**src/sv/fabt_pkg.sv**
```systemverilog
package fabt_pkg;

   localparam int TABLE_ENTRIES_DEFAULT = 64;

   localparam int ADDR_W  = 32;
   localparam int TIME_W  = 32;
   localparam int COUNT_W = 16;
   localparam int SPAN_W  = 20;

   localparam logic [COUNT_W-1:0] COUNT_MAX = '1;

   // Request kinds carried in the request tuser.
   localparam logic [1:0] MODE_RECORD = 2'd0;
   localparam logic [1:0] MODE_CLEAR  = 2'd1;
   localparam logic [1:0] MODE_CHECK  = 2'd2;

   // Register indexes of the configuration port.
   localparam logic [1:0] CSR_WINDOW    = 2'd0;
   localparam logic [1:0] CSR_THRESHOLD = 2'd1;
   localparam logic [1:0] CSR_DURATION  = 2'd2;

   localparam logic [SPAN_W-1:0]  WINDOW_RESET    = 20'd60;
   localparam logic [COUNT_W-1:0] THRESHOLD_RESET = 16'd5;
   localparam logic [SPAN_W-1:0]  DURATION_RESET  = 20'd600;

   localparam int REQ_DATA_W = 64;
   localparam int RSP_DATA_W = 24;

   typedef enum logic [1:0] {
      ST_IDLE,
      ST_SCAN,
      ST_DRAIN,
      ST_EXEC
   } fabt_state_type;

   // One table entry as held in the memory.
   typedef struct packed {
      logic [TIME_W-1:0]  last_time;
      logic [COUNT_W-1:0] count;
      logic [ADDR_W-1:0]  address;
   } fabt_entry_type;

   // Commands from the controller to the datapath.
   typedef struct packed {
      logic capture;
      logic read;
      logic exec;
   } fabt_cmd_type;

endpackage

```
**src/sv/fabt_ctrl.sv**
```systemverilog
module fabt_ctrl #(
   parameter int TABLE_ENTRIES = fabt_pkg::TABLE_ENTRIES_DEFAULT,
   localparam int IDX_W = (TABLE_ENTRIES > 1) ? $clog2(TABLE_ENTRIES) : 1
) (
   input  logic                 clock,
   input  logic                 reset,
   input  logic                 req_tvalid,
   output logic                 req_tready,
   output logic                 rsp_tvalid,
   input  logic                 rsp_tready,
   output fabt_pkg::fabt_cmd_type cmd,
   output logic [IDX_W-1:0]     scan_idx
);

   localparam logic [IDX_W-1:0] LAST_IDX = IDX_W'(TABLE_ENTRIES - 1);

   fabt_pkg::fabt_state_type state_ff, state_in;
   logic [IDX_W-1:0]         scan_ff, scan_in;
   logic                     rsp_valid_ff, rsp_valid_in;

   always_ff @(posedge clock) begin
      if (reset) begin
         state_ff     <= fabt_pkg::ST_IDLE;
         scan_ff      <= '0;
         rsp_valid_ff <= 1'b0;
      end else begin
         state_ff     <= state_in;
         scan_ff      <= scan_in;
         rsp_valid_ff <= rsp_valid_in;
      end
   end

   always_comb begin
      state_in     = state_ff;
      scan_in      = scan_ff;
      rsp_valid_in = rsp_valid_ff && !rsp_tready;
      cmd          = '0;
      req_tready   = 1'b0;
      case (state_ff)
         fabt_pkg::ST_IDLE: begin
            req_tready = 1'b1;
            if (req_tvalid) begin
               cmd.capture = 1'b1;
               scan_in     = '0;
               state_in    = fabt_pkg::ST_SCAN;
            end
         end
         fabt_pkg::ST_SCAN: begin
            cmd.read = 1'b1;
            if (scan_ff == LAST_IDX) begin
               state_in = fabt_pkg::ST_DRAIN;
            end else begin
               scan_in = scan_ff + 1'b1;
            end
         end
         fabt_pkg::ST_DRAIN: begin
            state_in = fabt_pkg::ST_EXEC;
         end
         fabt_pkg::ST_EXEC: begin
            // The result register must be free before it is overwritten.
            if (!rsp_valid_ff || rsp_tready) begin
               cmd.exec     = 1'b1;
               rsp_valid_in = 1'b1;
               state_in     = fabt_pkg::ST_IDLE;
            end
         end
         default: begin
            state_in = fabt_pkg::ST_IDLE;
         end
      endcase
   end

   assign scan_idx   = scan_ff;
   assign rsp_tvalid = rsp_valid_ff;

   a_scan_starts_at_zero: assert property (@(posedge clock) disable iff (reset)
      req_tvalid && req_tready |=> state_ff == fabt_pkg::ST_SCAN && scan_ff == '0)
      else $error("scan did not start at entry zero after an accepted request");

   a_no_result_overwrite: assert property (@(posedge clock) disable iff (reset)
      cmd.exec |-> !rsp_valid_ff || rsp_tready)
      else $error("pending result overwritten");

   a_result_from_exec: assert property (@(posedge clock) disable iff (reset)
      $rose(rsp_valid_ff) |-> $past(state_ff) == fabt_pkg::ST_EXEC)
      else $error("result raised outside the execute step");

   a_no_accept_while_busy: assert property (@(posedge clock) disable iff (reset)
      state_ff == fabt_pkg::ST_SCAN |-> !req_tready && !cmd.exec)
      else $error("request taken or executed during a scan");

endmodule

```
**config.mk**
```make
export PLATFORM = sky130hd
export DESIGN_NAME = fabt_ctrl
export DESIGN_NICKNAME = d
export VERILOG_FILES = /design/src/sv/fabt_pkg.sv /design/src/sv/fabt_ctrl.sv
export SDC_FILE = /design/constraint.sdc
export NUM_CORES = 1
export LEC_CHECK = 0
export BUFFER_PORTS_ARGS = -buffer_cell sky130_fd_sc_hd__clkbuf_2
export CAP_MARGIN = 20
export CORE_AREA = 2 2 39 41
export CTS_CLUSTER_SIZE = 25
export DETAILED_ROUTE_END_ITERATION = 8
export DIE_AREA = 0 0 41 43
export HOLD_SLACK_MARGIN = 0.1
export PLACE_DENSITY_LB_ADDON = 0.12
export RECOVER_POWER = 25
export SLEW_MARGIN = 20
export SYNTH_ARGS = -nofsm -noshare
export SYNTH_HDL_FRONTEND = slang
export SYNTH_SLANG_ARGS = --single-unit
```
**constraint.sdc**
```tcl
create_clock -name clock -period 2.25 [get_ports clock]
set_input_delay 0.225 -clock clock [delete_from_list [all_inputs] [get_ports clock]]
set_output_delay 0.225 -clock clock [all_outputs]
set_load 0.01 [all_outputs]
```
# Yosys cells after proc, flatten, opt, wreduce, memory -nomap -nowiden
# Cells that the tools add are included.
[totals] ff_bits=9 latch_bits=0 mem_bits_rw=0 rom_bits=0 wordCells=35 memories=0
[classes] add_sub_neg=1 n_mul=0 div=0 order_cmp=0 n_eq_ne=8 shifts=0 n_mux=15 bitwise_logic=0 reduce_logical=8
[ops] op="$mux W6" count=2
[ops] op="$pmux W6 S2" count=1
[ops] op="$mux W1" count=8
[ops] op="$ne A2 B2 Y1 const B" count=4
[ops] op="$pmux W2 S4" count=1
[ops] op="$add A6 B1 Y6 const B" count=1
[ops] op="$eq A6 B6 Y1 const B" count=1
[ops] op="$mux W2" count=3
[ops] op="$reduce_and A3 Y1" count=2
[ops] op="$eq A2 B2 Y1 const B" count=2
[ops] op="$eq A2 B1 Y1 const B" count=1
[ops] op="$logic_not A1 Y1" count=2
[ops] op="$logic_not A2 Y1" count=1
[ops] op="$reduce_bool A2 Y1" count=1
[ops] op="$logic_and A1 B1 Y1" count=1
[ops] op="$logic_or A1 B1 Y1" count=1

# Depth between registers and ports, before layout
# Gate-level depths: netlist (run 1).
[depth] word_depth=4 mapped_depth=5 depth_no_buf=5

# Least setup slack after synthesis (run 1)
# OpenSTA, ideal clock, no wires.
[synth_timing] path_type="reg-to-reg" from="register state_ff[0]" to="register scan_ff[2] (netlist: scan_idx[2])" setup_time_ps=103 arrival_ps=1578 required_ps=2147 slack_ps=569 path_stages_with_launch=6 period_less_slack_ps=1681 path_cell_list="dfxtp_1 -> inv_1 -> ha_1 -> mux2_4 -> and3_1 -> a2111oi_2"
[synth_via] elab_chain_len=3
[synth_lines] item="start, declared" line_no="fabt_ctrl.sv:17" source="fabt_pkg::fabt_state_type state_ff, state_in;"
[synth_lines] item="start signal, assigned" line_no="fabt_ctrl.sv:23" source="state_ff <= fabt_pkg::ST_IDLE;"
[synth_lines] item="start signal, assigned" line_no="fabt_ctrl.sv:27" source="state_ff <= state_in;"
[synth_lines] item="$eq A2 B1 Y1 / $logic_not A2 Y1 (equally long branches)" line_no="fabt_ctrl.sv:39" source="case (state_ff)"
[synth_lines] item="$ne A2 B2 Y1 (no line) / $reduce_bool A2 Y1 (equally long branches)"
[synth_lines] item="$reduce_and A3 Y1 (no line)"
[synth_lines] item="end signal, assigned" line_no="fabt_ctrl.sv:28" source="scan_ff <= scan_in;"
[synth_lines] item="end, declared" line_no="fabt_ctrl.sv:18" source="logic [IDX_W-1:0] scan_ff, scan_in;"
# Several ways; a longest one is shown, not always the timed one.
# A chain may end at the register's enable or synchronous reset.

# Worst setup path in the final report (run 1)
# Same ends and word-level chain as after synthesis.

==> flow_metrics.tcl, run 1 <==
set metrics [dict create \
    via_per_inst 5.448 \
    final-setup-viol-count 0 \
    synth_top_family_by_area "compound AO/OA/AOI/OAI gates" \
    fmax_ghz 0.5680 \
    gp_congestion 0.6727 \
    first_iter_violations 7 \
    ff_latch_area_sq_um 180.2 \
    num_vias 523 \
    post_dp_cell_area_sq_um 690.7 \
    multi_input_area_sq_um 401.6 \
    nFillCells 147 \
    start_util_pct 43.67 \
    ioPinCount 15 \
    clockRootBuffer "clkbuf_4" \
    wl_microns 1211 \
    syn_area_sq_um 604.3 \
    post_cts_buffers 0 \
    rows 14 \
    cts_tree "done" \
    yosys.area.top_type "dfxtp_1" \
    finalWorstSetupSlack_ns 0.4895 \
    cp.required_ns 2.40 \
    switching_share_pct 39.03 \
    grt_pass1_wl_microns 2035 \
    report.final.slew_viol_count 0 \
    async_flop_share_pct 0 \
    hold_class "primary input to flip-flop" \
    synth_compound_area_share_pct 23.40 \
    pre_cts_ws_ns 0.5022 \
    netlist_top_cells_area "dfxtp_1 30%, ha_1 12%, a2111oi_2 7.5%" \
    overflow 0 \
    yosysMostFrequentCell "dfxtp_1" \
    dr_wl_met3_microns 44 \
    p_leak_nw 0.3109 \
    path_clk_slew_ns 0.07 \
    fin_tns_setup_ns 0 \
    hold_ws_ns 0.2700 \
    cts_buffers 3 \
    n_antenna_cell 0 \
    io_buffers 14 \
    worst_pin_slew_ns 0.4666 \
    synth.distinct_cells 31 \
    postCtsHoldBufs 0 \
    status "finished, final reports clean" \
    grt_max_degree 14 \
    power_frac_clock_pct 20.4 \
    rsz0062_at_grt "no" \
    hold_violations 0 \
    dr_wl_met2_microns 561 \
    fin_skew_ns 0.008142 \
    die_area_sq_mm 0.001763 \
    drc 0 \
    setup.worst_path.class "flip-flop to flip-flop" \
    die_x_microns 41 \
    routed.top_layer "met3" \
    p_switching_mw 0.2382 \
    area_delta_synth_final_pct 17.81 \
    gr-usage-all-layers_pct 16.70 \
    synth_nets 73 \
    firstDrtPassIters 2 \
    wire_per_inst_microns 12.61 \
    power_frac_comb_pct 47.1 \
    synthMuxAreaShare_pct 7.453 \
    ys_seq_area_share_pct 29.81 \
    grt_pass1_vias 492 \
    yosysWarnings 0 \
    cts.sinks 9 \
    fin_area_sq_um 711.9 \
    min_period_ns 1.761 \
    antenna_found_initial 0 \
    crit_fanout 9 \
    synth-seq-cells 9 \
    drv_cap 0 \
    synth_edf_count 0 \
    final_nets 91 \
    ctsResizeCount 0 \
    synth.avg_cell_area_sq_um 9.593 \
    ant_nets 0 \
    yosys.area.top_type_share_pct 29.81 \
    synthFlopType "dfxtp_1" \
    dpl.hpwl_microns 925.9 \
    synth_common_cells "9 x dfxtp_1, 6 x ha_1, 5 x inv_1, 5 x nand2b_1" \
    netlist_instances 63 \
    ir_drop_v 0.0004488 \
    die_y_microns 43 \
    yosys.area_share.simple_pct 23.19 \
    wl_met1_microns 605 \
    core-area_sq_mm 0.001384 \
    synth-xor-area-share_pct 0 \
    p_int_mw 0.3721 \
    worst_setup_path_end_kind "flip-flop" \
    pwr-share-seq_pct 32.5 \
    startpoint_type "flip-flop" \
    synthAdderAreaFrac_pct 12.42 \
    clock_latency_ns 0.26 \
    period_share_pct 78.24 \
    drive_above_1_share_pct 26.25 \
    power-per-cell-area_mw_per_mm2 857.3 \
    utilization_pct 51.45 \
    relSlewSlack_pct 68.83 \
    arrival_ns 1.91 \
    h-tree-depth 1 \
    clock_path_buffers 2 \
]
[cell families (layout without fill, tap and decap cells)]
group                      after synthesis  count (layout)
AOI/OAI and AO/OA                       17              17
adders and majority gates                6               6
buffers and inverters                    6              23
DFF                                      9               9
muxes                                    4               4
and+or+nand+nor                         21              21
[cells in the final DEF, fill, tap and decap left out, drive strengths merged, types with 2 or more instances in the layout]
cell type / n
a21boi: 2
ha: 6
mux2i: 3
a2111oi: 3
clkbuf: 18
and3: 3
nor2: 2
nand2: 2
a21oi: 3
nand2b: 5
a41oi: 2
dfxtp: 9
inv: 5
[flip-flops by register name, indices dropped and copies added (netlist names)]
name	count
scan_idx	6
rsp_tvalid	1
state_ff	2
[power by group through the flow]
| stage | clock [mW] | combinational (mW) | sequential, mW |
|---|---|---|---|
| floorplan | 0 | 0.218 | 0.201 |
| finish | 0.125 | 0.287 | 0.198 |
| detailed placement | 0 | 0.291 | 0.202 |
| global placement | 0 | 0.289 | 0.201 |
| global route | 0.137 | 0.326 | 0.202 |
| CTS | 0.129 | 0.292 | 0.199 |
[stage by stage]
stage               power [mW]  std cells
floorplan               0.4186         63
global placement        0.4899         92
detailed placement      0.4934         92
CTS                     0.6196         96
global route            0.6649         96
finish                  0.6104         96
[path summary, 6_finish.rpt]
kind                                                from                        to  slack, ns  depth (start not counted)
worst max-delay path            state_ff[0]$_SDFFE_PP0P_  scan_idx[2]$_SDFFE_PP0P_       0.49                          5
worst min-delay path                          rsp_tready     rsp_tvalid$_SDFF_PP0_       0.27                          4
worst max register to register  state_ff[0]$_SDFFE_PP0P_  scan_idx[2]$_SDFFE_PP0P_       0.49                          5
worst min register to register  state_ff[1]$_SDFFE_PP0P_  state_ff[1]$_SDFFE_PP0P_       0.52                          2
[per-layer routing]
metal / vias up / global-route usage [%]
li1: 269 / -
met1: 243 / 22.65
met2: 11 / 24.38
met3: 0 / 3.141
met4: 0 / 8.000
met5: - / 0
[area by class of cell]
class	instances	share of cell area, %
Tap cell	16	2.812
Sequential cell	9	25.31
Timing Repair Buffer	14	9.139
Clock buffer	4	3.691
Multi-Input combinational cell	48	56.41
Inverter	5	2.636
[worst max-delay path, stage by stage, from the launching register on]
cell and delay, ns:
dfxtp_1 0.38, inv_1 0.10, ha_1 0.28, mux2_4 0.37, and3_1 0.20, a2111oi_2 0.33
No activity file was read; power rests on OpenSTA's default activity.
==> run 2, diff against run 1 <==
ABC_AREA = 1   (was unset)
clock period = 1.66 ns   (was 2.25 ns; I/O delays follow)
==> run 2 against run 1 <==
Against the previous run: non-clock buffer count increased by 2; critical path type unchanged; maximum frequency increased by 21%; synthesized area unchanged; routed wire length decreased by 5.5%; total power increased by 120%.
==> flow_metrics.tcl, run 2 <==
set metrics [dict create \
    status "finished, final reports clean" \
    rows 14 \
    worst_pin_slew_ns 0.3098 \
    critPathLaunch "state_ff[1]$_SDFFE_PP0P_" \
    ant_nets 0 \
    synth_edf_count 0 \
    cp-endpoint "scan_idx[1]$_SDFFE_PP0P_" \
    cp_slowest_cell "dfxtp_1" \
    final-setup-viol-count 0 \
    ioPinCount 15 \
    setup.worst_path.class "flip-flop to flip-flop" \
    cp_slowest_stage_delay_ns 0.34 \
    final_nets 119 \
    fmax_ghz 0.6883 \
    die_area_sq_mm 0.001763 \
    final_cell_mix "15 x nand2_1, 14 x inv_1, 11 x nor2_1, 10 x clkbuf_2, 9 x dfxtp_1" \
    r2r-start "state_ff[1]$_SDFFE_PP0P_" \
    startpoint_type "flip-flop" \
    antenna_found_initial 0 \
    r2r_cells 9 \
    synth_common_cells "15 x nand2_1, 14 x inv_1, 11 x nor2_1" \
    die_x_microns 41 \
    cpMostUsedCell "nand2_1" \
    yosysMostFrequentCell "nand2_1" \
    synth-seq-cells 9 \
    hold_class "primary input to flip-flop" \
    gr-usage-all-layers_pct 16.23 \
    yosys.area.top_type_share_pct 29.81 \
    core-area_sq_mm 0.001384 \
    synth.avg_cell_area_sq_um 6.867 \
    clockRootBuffer "clkbuf_4" \
    power-per-cell-area_mw_per_mm2 1819 \
    yosysWarnings 0 \
    hold_ws_ns 0.1999 \
    drv_cap 0 \
    grt_pass1_wl_microns 1945 \
    ctsResizeCount 0 \
    grt_max_degree 9 \
    design_power_total_mw 1.334 \
    worst_setup_path_end_kind "flip-flop" \
    fin_area_sq_um 733.2 \
    ys_seq_area_share_pct 29.81 \
    path_clk_slew_ns 0.07 \
    final_cells 124 \
    p_leak_nw 0.3639 \
    area_delta_synth_final_pct 21.32 \
    first_iter_violations 8 \
    wl_microns 1145 \
    path_cells "inv_1 > ha_1 > inv_2 > nand2_2 > nand3_4 > nand2_4 > nand2_1 > nand2_1 > nor2_1" \
    utilization_pct 52.98 \
    via_per_inst 4.645 \
    h-tree-depth 1 \
    final_common_cell "nand2_1" \
    start_util_pct 43.67 \
    post_dp_cell_area_sq_um 701.9 \
    wire_per_inst_microns 9.234 \
    r2r_end "scan_idx[1]$_SDFFE_PP0P_" \
    cp.required_ns 1.81 \
    ir_drop_v 0.001044 \
    num_vias 576 \
    crit_fanout 8 \
    cts_buffers 3 \
    drive_above_1_share_pct 23.15 \
    overflow 0 \
    netlist_instances 88 \
    post_cts_buffers 0 \
    dpl.hpwl_microns 927.9 \
    report.final.slew_viol_count 0 \
    pre_cts_ws_ns 0.2075 \
    cts_tree "done" \
    min_period_ns 1.453 \
    reg2reg_slack_ns 0.21 \
    gp_congestion 0.6955 \
    fin_tns_setup_ns 0 \
    clock_path_buffers 2 \
    hold_violations 0 \
    dp.cells 119 \
    clock_latency_ns 0.26 \
    rsz0062_at_grt "no" \
    synth.distinct_cells 18 \
    drc 0 \
    firstDrtPassIters 4 \
    cts.sinks 9 \
    finalWorstSetupSlack_ns 0.2071 \
    postCtsHoldBufs 1 \
    async_flop_share_pct 0 \
    fin_skew_ns 0.003730 \
    synth_nets 98 \
    grt_pass1_vias 471 \
    period_share_pct 87.52 \
    syn_area_sq_um 604.3 \
    n_antenna_cell 0 \
    relSlewSlack_pct 79.35 \
    largest_reg_flops 6 \
    arrival_ns 1.61 \
    netlist_top_cells_area "dfxtp_1 30%, ha_1 12%, nand2_1 9.3%" \
    synthFlopType "dfxtp_1" \
    yosys.area.top_type "dfxtp_1" \
    die_y_microns 43 \
    nFillCells 161 \
    io_buffers 14 \
]
[run 2: changes by cell type after synthesis, sizes merged, moves of 5 or more]
cell | before | now
nand2b | 5 | 0
inv | 5 | 15
nor2 | 2 | 12
nand2 | 2 | 22
o21ai | 1 | 6
nand3 | 0 | 9
[run 2: per-layer routing]
metal  track usage [%]  up-vias  wire [microns]
li1                  -      314               -
met1             21.50      254             570
met2             23.13        6             516
met3             3.141        2              40
met4             10.00        0              17
met5                 0        -               0
[run 2: kinds of logic (layout without fill, tap and decap cells)]
group / after synthesis / count (layout) / synth area share [%]
flip-flops: 9 / 9 / 29.81
AO/OA/AOI/OAI: 12 / 12 / 10.56
adder cells (fa/ha/maj): 6 / 6 / 12.42
buffers and inverters: 15 / 35 / 9.316
AND/OR/NAND/NOR: 46 / 46 / 37.89
[run 2: final cells by class]
type                       count  area, sq um  share of cell area (%)
sequential                     9        180.2                   24.57
tap                           16        20.02                   2.730
multi-input combinational     64        367.9                   50.17
clock buffer                   4        26.28                   3.584
inverter                      15        56.30                   7.679
timing repair buffer          16        82.58                   11.26
[run 2: power by group]
group          switching [mW]  internal, mW  total (mW)
Sequential             0.0610         0.280       0.341
Combinational           0.506         0.315       0.821
Clock                  0.0793        0.0926       0.172
Total                   0.646         0.688        1.33
[run 2: how the worst min path moves through the flow]
| stage | from | endpoint | slack [ns] | depth (start not counted) |
|---|---|---|---|---|
| floorplan | reset | scan_idx[2]$_SDFFE_PP0P_ | 0.23 | 1 |
| global placement | reset | scan_idx[2]$_SDFFE_PP0P_ | 0.36 | 2 |
| detailed placement | reset | scan_idx[2]$_SDFFE_PP0P_ | 0.36 | 2 |
| CTS | rsp_tready | rsp_tvalid$_SDFF_PP0_ | 0.20 | 4 |
| global route | rsp_tready | rsp_tvalid$_SDFF_PP0_ | 0.25 | 4 |
| finish | rsp_tready | rsp_tvalid$_SDFF_PP0_ | 0.20 | 4 |
[run 2: critical path: cells and delay by family, from the launching register on]
family	cells	cell delay, ns
AND/OR/NAND/NOR	6	0.46
buffers and inverters	2	0.20
adder cells (fa/ha/maj)	1	0.34
flip-flops	1	0.34
